$ cat src/design/adctw_pkg.sv
// ----------------------------------------------------------------------------
// adctw_pkg: shared types and constants for the two-wire ADC master
// Holds the request and result payload structs, the controller state, and
// the data line drive pattern used during configuration transfers.
// ----------------------------------------------------------------------------
package adctw_pkg;

    localparam int SAMPLE_BITS = 24;

    localparam logic [5:0] SAMPLE_PULSE_LAST = 6'(SAMPLE_BITS);
    localparam logic [5:0] RESERVED_PULSE    = 6'(SAMPLE_BITS + 2);
    localparam logic [5:0] CAP_PULSES        = 6'(SAMPLE_BITS + 3);

    localparam logic [5:0] CFG_FLUSH         = 6'd27;
    localparam logic [5:0] CFG_PREAMBLE_END  = 6'd29;
    localparam logic [5:0] CFG_CMD_END       = 6'd36;
    localparam logic [5:0] CFG_SWITCH        = 6'd37;
    localparam logic [5:0] CFG_DATA_END      = 6'd45;
    localparam logic [5:0] CFG_PULSES        = 6'd46;

    localparam logic [6:0] CMD_READ          = 7'h56;
    localparam logic [6:0] CMD_WRITE         = 7'h65;
    localparam logic [7:0] WRITE_REJECT_MASK = 8'h83;

    // Bits above the sample width that get filled on a negative sample.
    localparam logic [23:0] SIGN_EXT_MASK = 24'(32'h00FF_FFFF << SAMPLE_BITS);

    typedef enum logic [2:0] {
        REQ_STEP      = 3'd0,
        REQ_CAPTURE   = 3'd1,
        REQ_CFG_READ  = 3'd2,
        REQ_CFG_WRITE = 3'd3,
        REQ_CLEAR     = 3'd4
    } req_code_t;

    typedef enum logic [1:0] {
        MODE_IDLE      = 2'd0,
        MODE_CAPTURE   = 2'd1,
        MODE_CFG_READ  = 2'd2,
        MODE_CFG_WRITE = 2'd3
    } mode_t;

    typedef enum logic [1:0] {
        ERR_NONE     = 2'd0,
        ERR_DESYNC   = 2'd1,
        ERR_TOO_LONG = 2'd2
    } err_t;

    typedef struct packed {
        logic [2:0] req_type;
        logic       dio_level;
        logic       late_read;
        logic [7:0] config_value;
    } adctw_in_t;

    typedef struct packed {
        logic               sclk_pulse;
        logic               dio_drive_level;
        logic               dio_drive_enable;
        logic               busy_res;
        logic               sample_valid;
        logic signed [23:0] sample_value;
        logic [1:0]         sample_status;
        logic               config_done;
        logic               config_ok;
        logic [7:0]         config_readback;
    } adctw_out_t;

    typedef struct packed {
        mode_t       mode;
        logic [5:0]  pulse_count;
        logic [23:0] data_shift;
        logic [1:0]  sticky_error;
        logic        late_pending;
        logic        frame_bad;
        logic [7:0]  write_byte;
    } adctw_state_t;

    typedef struct packed {
        logic lvl;
        logic en;
    } drive_t;

    // Data line drive for configuration pulse p (1 to 46).
    function automatic drive_t cfg_drive(input logic is_write, input logic [5:0] p,
                                         input logic [7:0] val);
        drive_t     d;
        logic [6:0] cmd;
        cmd = is_write ? CMD_WRITE : CMD_READ;
        d   = '0;
        if (p > CFG_FLUSH && p < CFG_PULSES)
        begin
            if (p <= CFG_PREAMBLE_END)
            begin
                d.en  = 1'b1;
                d.lvl = 1'b1;
            end
            else if (p <= CFG_CMD_END)
            begin
                d.en  = 1'b1;
                d.lvl = cmd[3'(CFG_CMD_END - p)];
            end
            else if (p == CFG_SWITCH)
            begin
                if (is_write)
                begin
                    d.en  = 1'b1;
                    d.lvl = cmd[0];
                end
            end
            else if (is_write)
            begin
                d.en  = 1'b1;
                d.lvl = val[3'(CFG_DATA_END - p)];
            end
        end
        return d;
    endfunction

endpackage

$ cat src/design/adc_two_wire_sample_and_config.sv
// ----------------------------------------------------------------------------
// adc_two_wire_sample_and_config: two-wire sigma-delta ADC master
// An accepted request's result is in the output register in the next cycle.
// Throughput: one request per cycle, limited only by the result register
// draining. Reset clears the controller to idle with no error.
// A capture takes 28 requests (27 serial clocks, then the step that returns
// the sample); a config transfer takes 47 (46 serial clocks, then the end).
// ----------------------------------------------------------------------------
module adc_two_wire_sample_and_config
    import adctw_pkg::*;
(
    input  logic       clk,
    input  logic       rst_n,
    input  logic       req_valid,
    output logic       req_ready,
    input  adctw_in_t  req_data,
    output logic       rsp_valid,
    input  logic       rsp_ready,
    output adctw_out_t rsp_data
);

    adctw_state_t state_reg;
    adctw_state_t state_next;
    adctw_out_t   result;
    adctw_out_t   rsp_data_reg;
    logic         rsp_valid_reg;
    logic         accept;

    // A new request may enter whenever the result register is free or draining.
    assign req_ready = !rsp_valid_reg || rsp_ready;
    assign accept    = req_valid && req_ready;

    adctw_step u_step (
        .state      (state_reg),
        .item       (req_data),
        .state_next (state_next),
        .result     (result)
    );

    always_ff @(posedge clk or negedge rst_n)
    begin
        if (!rst_n)
        begin
            state_reg     <= '{mode: MODE_IDLE, default: '0};
            rsp_valid_reg <= 1'b0;
        end
        else
        begin
            if (accept)
                state_reg <= state_next;
            if (accept)
                rsp_valid_reg <= 1'b1;
            else if (rsp_ready)
                rsp_valid_reg <= 1'b0;
        end
    end

    always_ff @(posedge clk)
    begin
        if (accept)
            rsp_data_reg <= result;
    end

    assign rsp_valid = rsp_valid_reg;
    assign rsp_data  = rsp_data_reg;

endmodule

$ cat src/design/adctw_step.sv
// ----------------------------------------------------------------------------
// adctw_step: one serial clock step of the ADC master
// Combinational next state and result for one request, from the current
// controller state and the request fields.
// ----------------------------------------------------------------------------
module adctw_step
    import adctw_pkg::*;
(
    input  adctw_state_t state,
    input  adctw_in_t    item,
    output adctw_state_t state_next,
    output adctw_out_t   result
);

    mode_t       mode_next;
    logic [5:0]  p;
    logic        cap_end;
    logic        cfg_end;
    logic        cap_reject;
    logic        cfg_reject;
    logic        is_write;
    logic [23:0] cap_shift;
    logic        cap_frame_bad;
    logic [1:0]  cap_err;
    logic [23:0] cap_sample;
    drive_t      drv;

    assign p          = state.pulse_count;
    assign cap_end    = (p >= CAP_PULSES);
    assign cfg_end    = (p >= CFG_PULSES);
    assign cap_reject = item.dio_level || (state.sticky_error != ERR_NONE);
    assign cfg_reject = item.dio_level ||
                        ((item.req_type == REQ_CFG_WRITE) &&
                         ((item.config_value & WRITE_REJECT_MASK) != 8'd0));
    assign is_write   = (state.mode == MODE_CFG_WRITE);

    // Capture datapath: shift during data pulses, frame check on the last two.
    always_comb
    begin
        cap_shift     = state.data_shift;
        cap_frame_bad = state.frame_bad;
        if (p <= SAMPLE_PULSE_LAST)
            cap_shift = {state.data_shift[22:0], item.dio_level};
        else if (p == RESERVED_PULSE && item.dio_level)
            cap_frame_bad = 1'b1;
        else if (p == CAP_PULSES && !item.dio_level)
            cap_frame_bad = 1'b1;

        cap_err = state.sticky_error;
        if (cap_frame_bad)
            cap_err = ERR_DESYNC;
        if (state.late_pending)
            cap_err = ERR_TOO_LONG;

        cap_sample = cap_shift;
        if (cap_shift[SAMPLE_BITS-1])
            cap_sample = cap_shift | SIGN_EXT_MASK;
    end

    // Next state of the controller.
    always_comb
    begin
        mode_next = state.mode;
        unique case (state.mode)
            MODE_IDLE:
            begin
                unique case (item.req_type)
                    REQ_CAPTURE:   if (!cap_reject) mode_next = MODE_CAPTURE;
                    REQ_CFG_READ:  if (!cfg_reject) mode_next = MODE_CFG_READ;
                    REQ_CFG_WRITE: if (!cfg_reject) mode_next = MODE_CFG_WRITE;
                    default:       mode_next = MODE_IDLE;
                endcase
            end
            MODE_CAPTURE:
            begin
                if (cap_end)
                    mode_next = MODE_IDLE;
            end
            MODE_CFG_READ, MODE_CFG_WRITE:
            begin
                if (cfg_end)
                    mode_next = MODE_IDLE;
            end
        endcase
    end

    // Datapath updates and result fields.
    always_comb
    begin
        state_next      = state;
        state_next.mode = mode_next;
        result          = '0;
        drv             = '0;

        unique case (state.mode)
            MODE_IDLE:
            begin
                unique case (item.req_type)
                    REQ_CAPTURE:
                    begin
                        if (cap_reject)
                        begin
                            // No pulses: report the sticky error at once.
                            state_next.sticky_error = item.late_read ? ERR_TOO_LONG :
                                                      (item.dio_level ? ERR_DESYNC :
                                                       state.sticky_error);
                            result.sample_valid  = 1'b1;
                            result.sample_status = state_next.sticky_error;
                        end
                        else
                        begin
                            state_next.pulse_count  = 6'd1;
                            state_next.data_shift   = '0;
                            state_next.frame_bad    = 1'b0;
                            state_next.late_pending = item.late_read;
                            result.sclk_pulse       = 1'b1;
                        end
                    end
                    REQ_CFG_READ, REQ_CFG_WRITE:
                    begin
                        if (cfg_reject)
                            result.config_done = 1'b1;
                        else
                        begin
                            state_next.pulse_count = 6'd1;
                            state_next.data_shift  = '0;
                            state_next.write_byte  = (item.req_type == REQ_CFG_WRITE) ?
                                                     item.config_value : 8'd0;
                            result.sclk_pulse      = 1'b1;
                            drv = cfg_drive(item.req_type == REQ_CFG_WRITE, 6'd1,
                                            state_next.write_byte);
                        end
                    end
                    REQ_CLEAR:
                    begin
                        state_next.sticky_error = ERR_NONE;
                        state_next.late_pending = 1'b0;
                        state_next.frame_bad    = 1'b0;
                    end
                    default:
                    begin
                        state_next.sticky_error = state.sticky_error;
                    end
                endcase
            end
            MODE_CAPTURE:
            begin
                state_next.data_shift = cap_shift;
                state_next.frame_bad  = cap_frame_bad;
                if (cap_end)
                begin
                    state_next.sticky_error = cap_err;
                    state_next.pulse_count  = 6'd0;
                    state_next.late_pending = 1'b0;
                    state_next.frame_bad    = 1'b0;
                    result.sample_valid     = 1'b1;
                    result.sample_status    = cap_err;
                    result.sample_value     = (cap_err != ERR_NONE) ? 24'sd0 :
                                              $signed(cap_sample);
                end
                else
                begin
                    state_next.pulse_count = p + 6'd1;
                    result.sclk_pulse      = 1'b1;
                end
            end
            MODE_CFG_READ, MODE_CFG_WRITE:
            begin
                if (!is_write && p > CFG_SWITCH && p <= CFG_DATA_END)
                    state_next.data_shift = {16'd0, state.data_shift[6:0], item.dio_level};
                if (cfg_end)
                begin
                    state_next.pulse_count = 6'd0;
                    result.config_done     = 1'b1;
                    result.config_ok       = item.dio_level;
                    result.config_readback = (item.dio_level && !is_write) ?
                                             state.data_shift[7:0] : 8'd0;
                end
                else
                begin
                    state_next.pulse_count = p + 6'd1;
                    result.sclk_pulse      = 1'b1;
                    drv = cfg_drive(is_write, p + 6'd1, state.write_byte);
                end
            end
        endcase

        result.dio_drive_level  = drv.lvl;
        result.dio_drive_enable = drv.en;
        result.busy_res         = (mode_next != MODE_IDLE);
    end

endmodule

$ cat config.mk
export PLATFORM = sky130hd
export DESIGN_NAME = adc_two_wire_sample_and_config
export DESIGN_NICKNAME = d
export VERILOG_FILES = /design/src/design/adctw_pkg.sv /design/src/design/adc_two_wire_sample_and_config.sv /design/src/design/adctw_step.sv
export SDC_FILE = /design/constraint.sdc
export NUM_CORES = 1
export LEC_CHECK = 0
export ABC_AREA = 1
export BUFFER_PORTS_ARGS = -buffer_cell sky130_fd_sc_hd__buf_2
export CAP_MARGIN = 40
export CORE_ASPECT_RATIO = 0.6
export CORE_UTILIZATION = 40
export CTS_BUF_LIST = sky130_fd_sc_hd__clkbuf_4
export DETAILED_ROUTE_END_ITERATION = 8
export GPL_ROUTABILITY_DRIVEN = 0
export PLACE_DENSITY = 0.57
export SETUP_SLACK_MARGIN = 0.1
export SYNTH_ARGS = -nofsm -noshare
export SYNTH_HDL_FRONTEND = slang
export SYNTH_SLANG_ARGS = --single-unit
$ cat constraint.sdc
create_clock -name clk -period 8.24 [get_ports clk]
set_clock_uncertainty 0.1 [all_clocks]
set_input_delay 0.824 -clock clk [delete_from_list [all_inputs] [get_ports clk]]
set_output_delay 0.824 -clock clk [all_outputs]
set_load 0.01 [all_outputs]
After elaboration in Yosys (flattened, before gate mapping)
Cells that the tools add are included.

cells by class
  mux-type cells = 60
  eq/ne operators = 17
  bitwise operators = 5
  order comparisons = 11
  reductions and logical operators = 33
  add/sub/neg operators = 3

operators by type and width
  kind                                                                          count
  30-bit one-hot mux with 3 select lines                                        1
  24-bit two-way mux                                                            3
  30-bit two-way mux                                                            2
  30-bit one-hot mux with 2 select lines                                        1
  2-bit two-way mux                                                             18
  27-bit two-way mux                                                            1
  6-bit two-way mux                                                             3
  8-bit two-way mux                                                             2
  1-bit two-way mux                                                             15
  5-bit AND reduction                                                           3
  6-bit by 5-bit == test with 1-bit output, second input constant               2
  6-bit by 5-bit <= comparator with 1-bit output, second input constant         2
  6-bit <= comparator, second input constant                                    2
  3-bit inequality test, second input constant                                  4
  2-bit one-hot mux with 2 select lines                                         3
  2-bit one-hot mux with 3 select lines                                         2
  4-bit AND reduction                                                           3
  10-bit two-way mux                                                            1
  2-bit nonzero test                                                            5
  1-bit logical AND                                                             8
  3-bit by 4-bit less-than comparator with 1-bit output, second input constant  2
  4-bit one-hot mux with 2 select lines                                         1
  8-bit nonzero test                                                            1
  6-bit by 1-bit adder with 6-bit output, second input constant                 1
  other kinds (26)                                                              43

word-level totals
  input port bits = 17
  bits in registers = 86
  word-level logic and storage cells = 147

Logic depth before layout (Yosys ltp)
Gate-level depths: netlist of the first run.

  depth after elaboration = 11
  depth in mapped cells = 13

Hierarchy
A second synthesis of the first run with hierarchy kept.

unflattened totals
  cells, all modules = 676
  area total of the unflattened synthesis = 5446.5 um^2

modules (own cells, without submodules)
  module                          times used  area each (um^2)  sequential area each (um^2)  cells each
  adc_two_wire_sample_and_config  1           3259.4            2357.3                       237
  adctw_step                      1           2187.1            0.0                          439

Worst setup path after synthesis of the first run
No wires, ideal clock.

  kind = input-to-reg
  from = input req_valid
  to = register state_reg[16] (netlist bit)
  stages on the path = 8
  setup time = 0.117 ns
  setup slack = 4.064 ns
  required time = 8.023 ns
  data arrival time = 3.959 ns
  cells stage by stage = inv_1 -> a21oi_1 -> nand2_2 -> nor2_8 -> nand2_4 -> buf_6 -> nand2_1 -> nand2_1

on the way
  longest elaborated chain between the ends = 2

RTL lines
  what                                  RTL line                              text
  from (decl)                           adc_two_wire_sample_and_config.sv:14  input logic req_valid,
  1-bit logical AND                     adc_two_wire_sample_and_config.sv:31  assign accept = req_valid && req_ready;
  named net accept                      adc_two_wire_sample_and_config.sv:27  logic accept;
  5-bit AND reduction (no source line)  -
  to (signal assigned)                  adc_two_wire_sample_and_config.sv:50  state_reg <= state_next;
  to (decl)                             adc_two_wire_sample_and_config.sv:22  adctw_state_t state_reg;

The timed path passes the listed nets, and every way through them passes these cells.
A chain may end at the register's enable or synchronous reset.

Worst setup path after layout of the first run
  from = register state_reg[36] (netlist bit)
  to = register rsp_data_reg (netlist bit rsp_data[12]) (data pin)

on the way
  longest elaborated chain between the ends = 9
  elaborated cells between the ends (all ways) = 15
  those cells by class = order compare (2); eq/ne (2); mux (6); bitwise (1); reduce/logical (4)

RTL lines
  what                                      RTL line                              text
  6-bit by 5-bit == test with 1-bit output  adctw_step.sv:46                      else if (p == CAP_PULSES && !item.dio_level)
  1-bit logical AND                         adctw_step.sv:46
  1-bit two-way mux                         adctw_step.sv:46
  1-bit two-way mux                         adctw_step.sv:44                      else if (p == RESERVED_PULSE && item.dio_level)
  1-bit two-way mux                         adctw_step.sv:42                      if (p <= SAMPLE_PULSE_LAST)
  2-bit two-way mux                         adctw_step.sv:50                      if (cap_frame_bad)
  2-bit two-way mux                         adctw_step.sv:52                      if (state.late_pending)
  2-bit nonzero test                        adctw_step.sv:158                     result.sample_value = (cap_err != ERR_NONE) ? 24'sd0 :
  3-bit OR reduction (no source line)       -
  to (signal assigned)                      adc_two_wire_sample_and_config.sv:61  rsp_data_reg <= result;
  to (decl)                                 adc_two_wire_sample_and_config.sv:25  adctw_out_t rsp_data_reg;

Parallel ways exist; a longest one is shown, timed or not.

==> results list, run 1 <==
- Core outline area: roughly 0.011 sq mm
* Root buffer selected by CTS: sky130_fd_sc_hd__clkbuf_4
* Reg-to-Reg End: rsp_data[12]$_SDFFCE_PP0P_
- After the first detailed-routing iteration, the DRC count stood at around 360.
* Initial core utilization: 41.2%
- Die Width: ~140 microns
- Final layout net count: approximately 650
- Crit path buf inv count: 1
- Worst setup slack for register-to-register paths: between 5 and 6 ns
* Total of warnings raised by yosys: 0
- The count of buffers added on input and output ports is a little under 60.
- In this run the static leakage power is approximately 2.3 nW.
- The run finished with clean final reports.
* Setup tns final: 0 ns
- Number of buffers created by CTS: 9
- Reg2reg path depth: 8
* Die area: ~0.012 sq mm
* Sum of overflow across all layers after global routing: 0
- The cell family contributing the most delay on the critical path is simple AND/OR/NAND/NOR gates.
* Largest stage delay, worst path: a little under 0.7 ns
* Maximum count of clock buffers along a single path: 2
* I/O Pins: 60
- Count of max-cap constraint violations: 0
* Average instance area after synthesis: slightly above 8 sq um
- Vertical extent of the die: roughly 86 microns
* DR vias: about 3900
- In this run, placement finished with an instance count of roughly 780.
- Number of inserted filler cells in the final layout: 1147
* Kind of critical path: flip-flop to flip-flop
- The final-report max-slew violation count was 0.
* Stages on the worst setup path: 8
- After detailed routing, the number of remaining DRC violations is 0.
- Syn Nets: around 600
- Critical path endpoint category: flip-flop
- The register with the most flip-flops in the layout has 44 of them.
* Sequence of cells on the critical path: inv_6 > nand3_1 > nand2_1 > nand2_2 > nand3_2 > nand3_2 > nand4_4 > nor2_1
- Storage cell area: about 0.0024 sq mm
- IR analysis of the VDD net gives a maximum drop of 0.0000897 V.
- Buffers inserted by post-CTS timing repair: 0
* Register area share after synthesis: just over 50%
- Wires add up to roughly 11000 microns.
* Slowest cell on the critical path: sky130_fd_sc_hd__dfrtp_1
- In the finished design, the share of the clock period the worst path needs comes to 34.9%.
- Min Clock Period, post-route: roughly 2.9 ns
- At the pin with the least slew margin, the transition time is about 0.82 ns.
- Worst endpoint data arrival time: 3.06 ns
- Finish-stage setup viols: 0
- Maximum number of pins on one net before global-route repair: 50
* Origin of the critical flop-to-flop path: state_reg[36]$_DFFE_PN0P_
- The total count of hold-check failures in the final report is 0.
- Launching instance or port of the critical path: state_reg[36]$_DFFE_PN0P_
- Once placement finished, the instance area stood at around 0.0050 sq mm.
- In the final routed layout, each cell accounts on average for about 13 microns.
- The top cell types in the final layout, fill and taps aside, are sky130_fd_sc_hd__nand2_1 (149), sky130_fd_sc_hd__nor2_1 (79), sky130_fd_sc_hd__nand3_1 (60).
- Power density over the cells: about 250 mW/mm^2
- Setup repair after global routing left no endpoint under its margin.
- The initialized floorplan defines 30 standard-cell rows.
- The first global-routing pass estimated around 18000 microns of wire.
* Number of vias per cell: 4.87
* Final core occ: between 40% and 50%
- After clock tree synthesis, the repair step resized 0 gates.
* Worst setup path end: rsp_data[12]$_SDFFCE_PP0P_
* Clock tree from TritonCTS: done
- Clock-pin slew was measured on the worst setup and hold paths at 0.14 ns.
- Unique cell type count in the Yosys netlist: 33
- Number of nets with antenna violations after detailed routing: 0
* Number of H-tree levels: 3
- Number of standard cells after synthesis: between 500 and 600
- After the flow finishes, the layout carries non-filler instances totaling between 700 and 800.
- The number of global-route vias before repair came to between 3000 and 4000.
- Measured against its own limit, the worst slew margin works out to ~45%.
- By instance count, the cell type seen most on the critical path is sky130_fd_sc_hd__nand3_2.
- Maximum fanout along the worst path: between 40 and 50
- The clock reaches the later pin of the worst-skew pair after ~0.45 ns.
- The min-delay analysis places its worst path in the category primary input to async pin.
- For this run, the total global-route usage over all layers was measured as between 10% and 20%.
- Post-synthesis instance area: 0.00465 sq mm
- Critical path launch point type: flip-flop
- Maximum clock frequency: around 0.35 GHz
- Clock tree synthesis found a total of between 80 and 90 sinks.
- Detailed placement HPWL: between 7000 and 8000 microns
- Length of the first detailed-routing pass in iterations: 5
- The finished cells cover between 0.005 and 0.006 sq mm.
* Data required time at the worst endpoint: 8.42 ns
- In this run, synthesis produced a sequential element count of 86.
* Area used by multi-input combinational logic: about 0.0019 sq mm
- Number of antenna violations at the first check in global routing: 1
- Proportion of layout cells with a drive suffix above 1: 18.4%
* Layout overhead on the synthesized area: 10.9%
- Commonest non-fill, non-tap cell in the layout: sky130_fd_sc_hd__nand2_1
* Hold_buf cts: 0
-- how the worst min path moves through the flow --
stage,from,to
finish,rst_n,state_reg[9]$_DFFE_PN0P_
floorplan,state_reg[19]$_DFFE_PN0P_,state_reg[19]$_DFFE_PN0P_
detailed placement,state_reg[19]$_DFFE_PN0P_,state_reg[19]$_DFFE_PN0P_
global placement,state_reg[31]$_DFFE_PN0P_,state_reg[31]$_DFFE_PN0P_
CTS,rst_n,state_reg[9]$_DFFE_PN0P_
global route,rst_n,state_reg[9]$_DFFE_PN0P_
-- cells by family after synthesis --
| family | Yosys count | synth area share (%) |
|---|---|---|
| compound gates | 74 | 8.31 |
| flops | 86 | 50.7 |
| buf+inv | 88 | 8.93 |
| simple gates | 320 | 30.5 |
| fa+ha+maj | 6 | 1.61 |
-- cells in the mapped netlist (all sizes together) --
library cell  instances  area share, %
o21bai                1           0.16
o21ai                55            5.9
nand4                 3           0.73
buf                  17            3.0
o211ai                1           0.16
nand3                63            7.1
a21oi                17            2.1
clkbuf                3           0.32
nand2               155             13
inv                  66            5.4
edfxtp               41             26
dfrtp                45             24
clkinv                2           0.16
or2                   1           0.13
ha                    6            1.6
nor2                 96            9.2
nor3                  2           0.32
-- metal layers --
| metal | routed length [microns] | GRT usage, % | share of wire (%) | vias up |
|---|---|---|---|---|
| met5 | 0 | 0 | 0 | - |
| met4 | 63 | 4.74 | 0.59 | 0 |
| met3 | 742 | 5.92 | 7.0 | 5 |
| met2 | 4320 | 26.1 | 41 | 112 |
| met1 | 5540 | 28.5 | 52 | 1793 |
| li1 | - | - | - | 1949 |
-- per-stage QoR --
stage / hold WS, ns / worst slack [ns] / power (mW)
final: 0.335 / 5.37 / 1.27
after global routing: 0.344 / 5.05 / 1.37
after CTS: 0.339 / 5.34 / 1.28
after detailed placement: 0.362 / 5.23 / 1.03
after global placement: 0.354 / 5.34 / 1.02
after floorplan: 0.342 / 4.06 / 0.918
-- final cells by class --
| cell class | instances | area share (%) |
|---|---|---|
| Timing Repair Buffer | 61 | 6.01 |
| Inverter | 68 | 5.04 |
| Clock inverter | 4 | 0.945 |
| Tap cell | 160 | 3.88 |
| Sequential cell | 86 | 45.7 |
| Antenna cell | 1 | 0.0485 |
| Clock buffer | 12 | 1.75 |
| Multi-Input combinational cell | 400 | 36.7 |
-- power breakdown --
part / switching [mW] / internal (mW) / total (mW)
logic: 0.300 / 0.131 / 0.432
clock network: 0.144 / 0.103 / 0.247
registers: 0.0758 / 0.517 / 0.593
total: 0.521 / 0.751 / 1.27
Power figures use the tool's default switching activity.
==> inputs of run 2 (changes only) <==
Settings changed: ABC_AREA 1 to 0.
Clock period 8.24 ns to 2.9 ns, I/O delays scaled along.
==> run 2 against run 1 <==
  * Non-clock buffer count up 26
  * Synthesized cell count down 16%
  * Design area up 4.8%
  * Area after synthesis hardly changed
  * Clock power grew to 3.1 times the previous value
  * Cell count shrank 10%
  * Largest cell class unchanged
  * Sequential power grew to 3.0 times the previous value
  * Critical path depth grew 1
  * Sequential cell count stayed put
  * Global-route usage increased by 1.4 points
==> results list, run 2 <==
* Final Cycle Share: 88.9% (+54 points)
- Maximum clock frequency: 0.388 GHz (+12%)
- The first-pass GRT wire length came to 18900 microns (+7.9%).
* Proportion of layout cells with a drive suffix above 1: 20.3% (+1.9 points)
* Max reg flops: 44 (unchanged)
* Number of standard cells in the final layout excluding fillers: 712 (-10%)
- Clock input transition at the sequential cells of the worst setup and hold paths: 0.13 ns (about the same)
- Setup repair after global routing left no endpoint under its margin.
- Number of rows in the core area: 30 (unchanged)
- The post-CTS repair timing setup buffer count was 0 (unchanged).
- The gate count after technology mapping came to 484 (-16%).
* IO Port Bufs: 59 (unchanged)
- The total of endpoints with negative setup slack in the final report came to 0 (unchanged).
- Iteration-0 DRC Markers: 318 (-12%)
- The number of nets still failing antenna checks after routing is 0 (unchanged).
- The highest net fanout along the worst path came to 13 (-73%).
* Power density over the cells: 742 mW/mm^2 (+200%)
- The number of sinks handled by clock tree synthesis came to 86 (unchanged).
- The multiplexer share of the synthesized area is 2.31% (+2.3 points).
- Min Clock Period, post-route: 2.58 ns (-0.297 ns)
* I/O Pins: 60 (unchanged)
- The width of the die came to 141 microns (about the same).
- Adder and majority cell fraction of the synthesized area: 1.61% (about the same)
- Syn Nets: 507 (-15%)
- Top routing layer in use: met4
- The worst setup path is captured at a flip-flop.
* Logic gate share of total power: 37.0% (+3.0 points)
- Final Hold Viols: 0 (unchanged)
- Post-synthesis compound-gate area fraction: 20.4% (+12 points)
- Routed Wire Length: 11500 microns (+8.0%)
- The fraction of the yosys area taken by sequential cells was 50.7% (about the same).
* Number of buffers created by CTS: 9 (unchanged)
- The transition time of the tightest slew-check pin came to 0.663 ns (-0.161 ns).
- Highest-count cells in the layout ignoring fill and taps: sky130_fd_sc_hd__nand2_1 (103), sky130_fd_sc_hd__buf_2 (59), sky130_fd_sc_hd__dfrtp_1 (44)
* Biggest area consumer among synthesized cells: sky130_fd_sc_hd__edfxtp_1
- Clock tree from TritonCTS: done
- The cell area reported after detailed placement was 0.00517 sq mm (+3.1%).
* Detailed placement HPWL: 8240 microns (+13%)
* Clock latency of the later-clocked register in the worst-skew pair: 0.44 ns (about the same)
- The slowest stage of the critical path is the sky130_fd_sc_hd__dfrtp_2 cell.
* Wire length per cell: 16.2 microns (+20%)
* Summed area of non-filler cells in the final layout: 0.00541 sq mm (+4.8%)
- The number of detailed-route iterations in the first pass is 5 (unchanged).
- Setup tns final: 0 ns (unchanged)
* Number of enable-type register cells in the synthesized netlist: 41 (unchanged)
- The leakage dissipation came to 2.19 nW (-5.4%).
- Vias in the first global route: 3548 (+4.6%)
- For this run, the leading register cell type out of synthesis is sky130_fd_sc_hd__dfrtp_1.
- The fraction of synthesized cell area in xor and xnor cells came to 1.59% (+1.6 points).
- Core outline area: 0.0113 sq mm (unchanged)
- Internal power: 2.45 mW (+230%)
- The simple-gate share of the synthesized area was 18.8% (-12 points).
- Share of total power in sequential cells: 43.7% (-2.9 points)
* Min-Delay Path Class: primary input to flip-flop
* Die area: 0.0121 sq mm (about the same)
- The flow ran to the end, and the final reports show no timing, DRC or antenna violations.
* Unique cell type count in the Yosys netlist: 60 (+82%)
* Metal-1 WL: 6010 microns (+8.6%)
* Fin Hold WS: 0.0860 ns (-0.249 ns)
- Critical path launch point type: flip-flop
- The library cell used most frequently in the layout, excluding fill and tap cells, is sky130_fd_sc_hd__nand2_1.
- The mean number of vias per cell came to 5.44 (+12%).
- sky130_fd_sc_hd__nand2_1 is the most common cell in the netlist.
- Switching portion of total power: 38.9% (-2.0 points)
* Number of antenna violations at the first check in global routing: 0 (-1)
- DR vias: 3870 (+0.29%)
- From synthesis to final layout, the design area changed by 16.3%.
- Number of storage elements in the synthesis netlist: 86 (unchanged)
- The critical path goes through inv_1 > ha_1 > inv_1 > ha_1 > a21boi_0 > o31ai_1 > a211oi_1 > or2_2 > a211oi_1.
- Post-synthesis instance area: 0.00465 sq mm (about the same)
- Data required time at the worst endpoint: 3.08 ns (-5.34 ns)
- Vertical extent of the die: 85.5 microns (about the same)
- Maximum number of pins on one net before global-route repair: 42 (-16%)
* Root buffer selected by CTS: sky130_fd_sc_hd__clkbuf_4
- Final layout net count: 570 (-12%)
* Number of H-tree levels: 3 (unchanged)
- The worst reg-to-reg path cell count was 9 (+1).
* Initial core utilization: 41.2% (about the same)
- Main combinational cell family by area after synthesis: compound AO/OA/AOI/OAI gates
- Total placed cells including tap cells: 689 (-11%)
- Amount of wire on met2 after detailed routing: 4580 microns (+5.9%)
- Switching pwr: 1.56 mW (+200%)
- The total congestion overflow is 0 (unchanged).
- The residual DRC count came to 0 (unchanged).
- Largest stage delay, worst path: 0.51 ns (-0.17 ns)
* Clock Power Share: 19.3% (about the same)
- Total of warnings raised by yosys: 0 (unchanged)
- The area share of the largest cell type after synthesis came to 26.5% (about the same).
- Count of max-cap constraint violations: 0 (unchanged)
- The buffer levels on the longest clock path was 2 (unchanged).
* Final max-slew violation count: 0 (unchanged)
- All-Layer GR Usage: 20.4% (+1.4 points)
* Antenna Cells: 0 (-1)
- Cells taking the most area after synthesis: sky130_fd_sc_hd__edfxtp_1 (26%), sky130_fd_sc_hd__dfrtp_1 (24%), sky130_fd_sc_hd__nand2_1 (8.3%)
- The worst relative slew slack is 55.7% (+11 points).
- Top post-synthesis cells by count: sky130_fd_sc_hd__nand2_1 (103), sky130_fd_sc_hd__dfrtp_1 (45), sky130_fd_sc_hd__edfxtp_1 (41), sky130_fd_sc_hd__o21ai_0 (41), sky130_fd_sc_hd__a21oi_1 (29)
- The synthesized area divided by synthesized cell count is 9.61 sq um (+19%).
- The highest ir drop seen on vdd came to 0.000397 V (+340%).
* Proportion of synthesized flip-flops having asynchronous set or reset: 52.3% (unchanged)
* Kind of critical path: flip-flop to flip-flop
* Detailed-routed wire length on met3: 836 microns (+13%)
- The post-route core utilization is 47.9% (+2.2 points).
- The arrival time of the worst setup path came to 2.76 ns (-0.30 ns).
- The worst hold path was traced through 3 stages.
run 2: cell count changes after synthesis, moves of 17 or more:
| cell | change |
|---|---|
| sky130_fd_sc_hd__nand2_1 | -46 |
| sky130_fd_sc_hd__o21ai_1 | -17 |
| sky130_fd_sc_hd__clkbuf_1 | +18 |
| sky130_fd_sc_hd__inv_1 | -43 |
| sky130_fd_sc_hd__nand3_1 | -47 |
| sky130_fd_sc_hd__nor2_1 | -59 |
run 2: logic make-up after synthesis:
| family | after synthesis |
|---|---|
| compound gates | 143 |
| fa+ha+maj | 6 |
| simple gates | 185 |
| xor+xnor | 6 |
| mux | 8 |
| flops | 86 |
| buf+inv | 50 |
run 2: worst paths after layout:
check | startpoint | endpoint | slack [ns]
max | state_reg[36]$_DFFE_PN0P_ | rsp_data[39]$_SDFFCE_PP0P_ | 0.32
min | req_data[11] | state_reg[2]$_DFFE_PN0P_ | 0.09
max reg2reg | state_reg[36]$_DFFE_PN0P_ | rsp_data[39]$_SDFFCE_PP0P_ | 0.32
min reg2reg | state_reg[2]$_DFFE_PN0P_ | state_reg[2]$_DFFE_PN0P_ | 0.40
max in group asynchronous | rst_n | state_reg[36]$_DFFE_PN0P_ | 1.89
min in group asynchronous | rst_n | state_reg[29]$_DFFE_PN0P_ | 0.26
run 2: layout make-up:
cell class	instances	area (sq um)
multi-input cells	348	2090
repair buffers	87	536
flip-flops and latches	86	2360
clock buffers	10	75.1
inverters	15	56.3
well taps	160	200
clock inverters	6	87.6
fillers	1063	5890
run 2: layer usage:
layer / track usage [%] / vias to the layer above
met3: 4.58 / 8
met2: 27.8 / 149
met5: 0 / -
met4: 5.43 / 0
met1: 32.0 / 1838
li1: - / 1875
run 2: timing repair:
action / 4_1_cts / 5_1_grt
hold endpoints to repair: 28 / 0
endpoints found under the setup margin: 0 / 3
hold buffers: 7 / 0
gates resized for setup: 0 / 1
run 2: metrics by stage:
step / setup WS (ns) / power, mW
global placement: 0.360 / 3.19
floorplan: 0.169 / 2.75
finish: 0.322 / 4.01
detailed placement: 0.165 / 3.24
global route: 0.129 / 4.28
CTS: 0.136 / 4.02
run 2: critical path: cells and delay by family (launching register included):
kind            cells  cell delay, ns
compound gates      4            0.62
fa+ha+maj           2            0.57
flops               1            0.51
simple gates        1            0.32
buf+inv             2            0.29
run 2: power by group through the flow:
stage / Sequential, mW / Clock [mW] / Combinational [mW]
after floorplan: 1.71 / 0 / 1.04
after global placement: 1.77 / 0 / 1.42
after detailed placement: 1.77 / 0 / 1.46
after CTS: 1.75 / 0.797 / 1.48
after global routing: 1.80 / 0.842 / 1.64
final: 1.75 / 0.775 / 1.49
==> inputs of run 3 (changes only) <==
Settings changed: HOLD_SLACK_MARGIN set to 0.12.
==> run 3 against run 2 <==
  * Die area did not move
  * Critical path type unchanged
  * Global-route usage rose by 0.15 points
  * Sequential cell count did not move
  * Clock power barely moved
==> results list, run 3 (synthesis results as in run 2) <==
- The layer flagged by global routing as most heavily used is met1.
* Clock latency of the later-clocked register in the worst-skew pair: 0.45 ns (about the same)
- Worst endpoint data arrival time: 2.77 ns (about the same)
- Slowest cell on the critical path: sky130_fd_sc_hd__dfrtp_2
* Count of max-cap constraint violations: 0 (unchanged)
* Clock input transition at the sequential cells of the worst setup and hold paths: 0.13 ns (about the same)
* Iteration-0 DRC Markers: 313 (-1.6%)
- Maximum count of clock buffers along a single path: 2 (unchanged)
- The worst setup path is of the flip-flop to flip-flop kind.
* IO Port Bufs: 59 (unchanged)
* Clock tree from TritonCTS: done
- Antenna Cells: 0 (unchanged)
* Reg-to-Reg End: rsp_data[39]$_SDFFCE_PP0P_
- The number of antenna violations at the first check in global routing came to 0 (unchanged).
- The worst relative slew slack is 57.0% (+1.2 points).
- The total number of vias is 3917 (+1.2%).
- The first-pass GRT wire length is 19100 microns (+0.77%).
- Min Clock Period, post-route: 2.59 ns (+0.0140 ns)
- The mean number of vias per cell is 5.46 (+0.37%).
- The depth of the worst hold-timing path came to 4 (+1).
* Routed Wire Length: 11600 microns (+0.69%)
- Min-Delay Path Class: primary input to flip-flop
* Critical path launch point type: flip-flop
- The core area is 0.0113 sq mm (unchanged).
- The number of detailed-route iterations in the first pass is 5 (unchanged).
- Status: complete, no violations
- Largest stage delay, worst path: 0.52 ns (about the same)
- Max reg flops: 44 (unchanged)
- Final Cycle Share: 89.4% (+0.48 points)
- Leaving out fill and tap cells, the most frequent cell in the layout is sky130_fd_sc_hd__nand2_1.
- Layout overhead on the synthesized area: 17.6%
* Final Hold Viols: 0 (unchanged)
- Setup repair after global routing missed its margin: no
- All-Layer GR Usage: 20.5% (+0.15 points)
- The routed length per instance is 16.2 microns (-0.15%).
* Endpoint of the worst hold-timing path: state_reg[9]$_DFFE_PN0P_
- Minimum setup slack after placement: 0.165 ns (unchanged)
* Maximum number of pins on one net before global-route repair: 42 (unchanged)
- Walking the worst path, the cells encountered are inv_1 > ha_1 > inv_1 > ha_1 > a21boi_0 > o31ai_1 > a211oi_1 > or2_2 > a211oi_1.
- The number of nets still failing antenna checks after routing came to 0 (unchanged).
* Met2 Resource Use GR: 28.4% (+0.54 points)
- The met1 usage in global routing was 32.0% (unchanged).
* Setup slack of the critical path after layout: 0.308 ns (-0.0140 ns)
- The setup TNS came to 0 ns (unchanged).
* Origin of the critical flop-to-flop path: state_reg[36]$_DFFE_PN0P_
* I/O Pins: 60 (unchanged)
- The transition time of the tightest slew-check pin came to 0.644 ns (-0.0185 ns).
- The highest net fanout along the worst path is 13 (unchanged).
- Critical path endpoint category: flip-flop
- Power density over the cells: 735 mW/mm^2 (-0.91%)
- The data required time at the worst endpoint was 3.08 ns (about the same).
- Clock net sink count: 86 (unchanged)
- The HPWL reported at the end of detailed placement came to 8240 microns (unchanged).
- The peak clock frequency supported by timing is 0.386 GHz (-0.54%).
- The width of the die is 141 microns (unchanged).
- Number of buffers created by CTS: 9 (unchanged)
- In this run the most critical hold path is launched from req_data[8].
- The leakage dissipation was 2.20 nW (+0.54%).
- Initial core utilization: 41.2% (unchanged)
- Proportion of layout cells with a drive suffix above 1: 20.1% (-0.22 points)
- The residual DRC count came to 0 (unchanged).
* Sum of overflow across all layers after global routing: 0 (unchanged)
- The global-route track usage on met3 is 4.58% (unchanged).
- Vias in the first global route: 3589 (+1.2%)
- The die area was 0.0121 sq mm (unchanged).
* Vertical extent of the die: 85.5 microns (unchanged)
* Number of rows in the core area: 30 (unchanged)
* Number of H-tree levels: 3 (unchanged)
- The tree is rooted in a sky130_fd_sc_hd__clkbuf_4.
- The register-to-register setup slack came to 0.31 ns (about the same).
- The worst reg-to-reg path cell count was 9 (unchanged).
* Finish-stage setup viols: 0 (unchanged)
* Highest-count cells in the layout ignoring fill and taps: sky130_fd_sc_hd__nand2_1 (103), sky130_fd_sc_hd__buf_2 (59), sky130_fd_sc_hd__dfrtp_1 (44)
* IR drop worst, VDD: 0.000397 V (about the same)
* Final layout net count: 576 (+1.1%)
- The final-report max-slew violation count is 0 (unchanged).
[run 3: area by class of cell]
class	count	area, sq um
fillers	1056	5830
flip-flops and latches	86	2360
multi-input cells	348	2090
repair buffers	93	596
well taps	160	200
clock inverters	6	87.6
clock buffers	10	75.1
inverters	15	56.3
[run 3: layer usage]
layer / up-vias / wire, microns
li1: 1885 / -
met1: 1878 / 6150
met2: 145 / 4630
met3: 9 / 729
met4: 0 / 87
met5: - / 0
[run 3: worst max path at each step]
stage | start | slack (ns) | endpoint | cells after the start
after global placement | state_reg[36]$_DFFE_PN0P_ | 0.36 | rsp_data[39]$_SDFFCE_PP0P_ | 9
after global routing | state_reg[36]$_DFFE_PN0P_ | 0.13 | rsp_data[39]$_SDFFCE_PP0P_ | 9
after CTS | state_reg[36]$_DFFE_PN0P_ | 0.14 | rsp_data[39]$_SDFFCE_PP0P_ | 9
after detailed placement | state_reg[36]$_DFFE_PN0P_ | 0.16 | rsp_data[39]$_SDFFCE_PP0P_ | 9
final | state_reg[36]$_DFFE_PN0P_ | 0.31 | rsp_data[39]$_SDFFCE_PP0P_ | 9
after floorplan | rsp_valid$_DFFE_PN0P_ | 0.17 | state_reg[40]$_DFFE_PN0P_ | 7
[run 3: what timing repair did]
| action | 4_1_cts | 5_1_grt |
|---|---|---|
| hold buffers | 13 | 0 |
| resized for setup | 0 | 1 |
| endpoints found under the setup margin | 0 | 3 |
| endpoints found under the hold margin | 28 | 0 |
| buffers inserted | 0 | 0 |
[run 3: per-stage QoR]
step	cell area (sq um)	cells	power, mW	util, %	hold WS (ns)
final	5470	718	4.02	48.4	0.197
after global routing	5470	718	4.29	48.4	0.211
after CTS	5470	718	4.02	48.4	0.174
after detailed placement	5170	689	3.24	45.8	0.227
after global placement	5150	688	3.19	45.6	0.373
after floorplan	4650	484	2.75	-	-0.106
[run 3: critical path, delay by kind of cell (launching register included)]
kind / cells / cell delay, ns
buffers and inverters: 2 / 0.29
and+or+nand+nor: 1 / 0.32
AOI/OAI and AO/OA: 4 / 0.64
adders and majority gates: 2 / 0.57
DFF: 1 / 0.52
[run 3: where the power goes]
part	switching (mW)	internal (mW)
combinational	0.901	0.594
clock	0.415	0.360
sequential	0.250	1.50
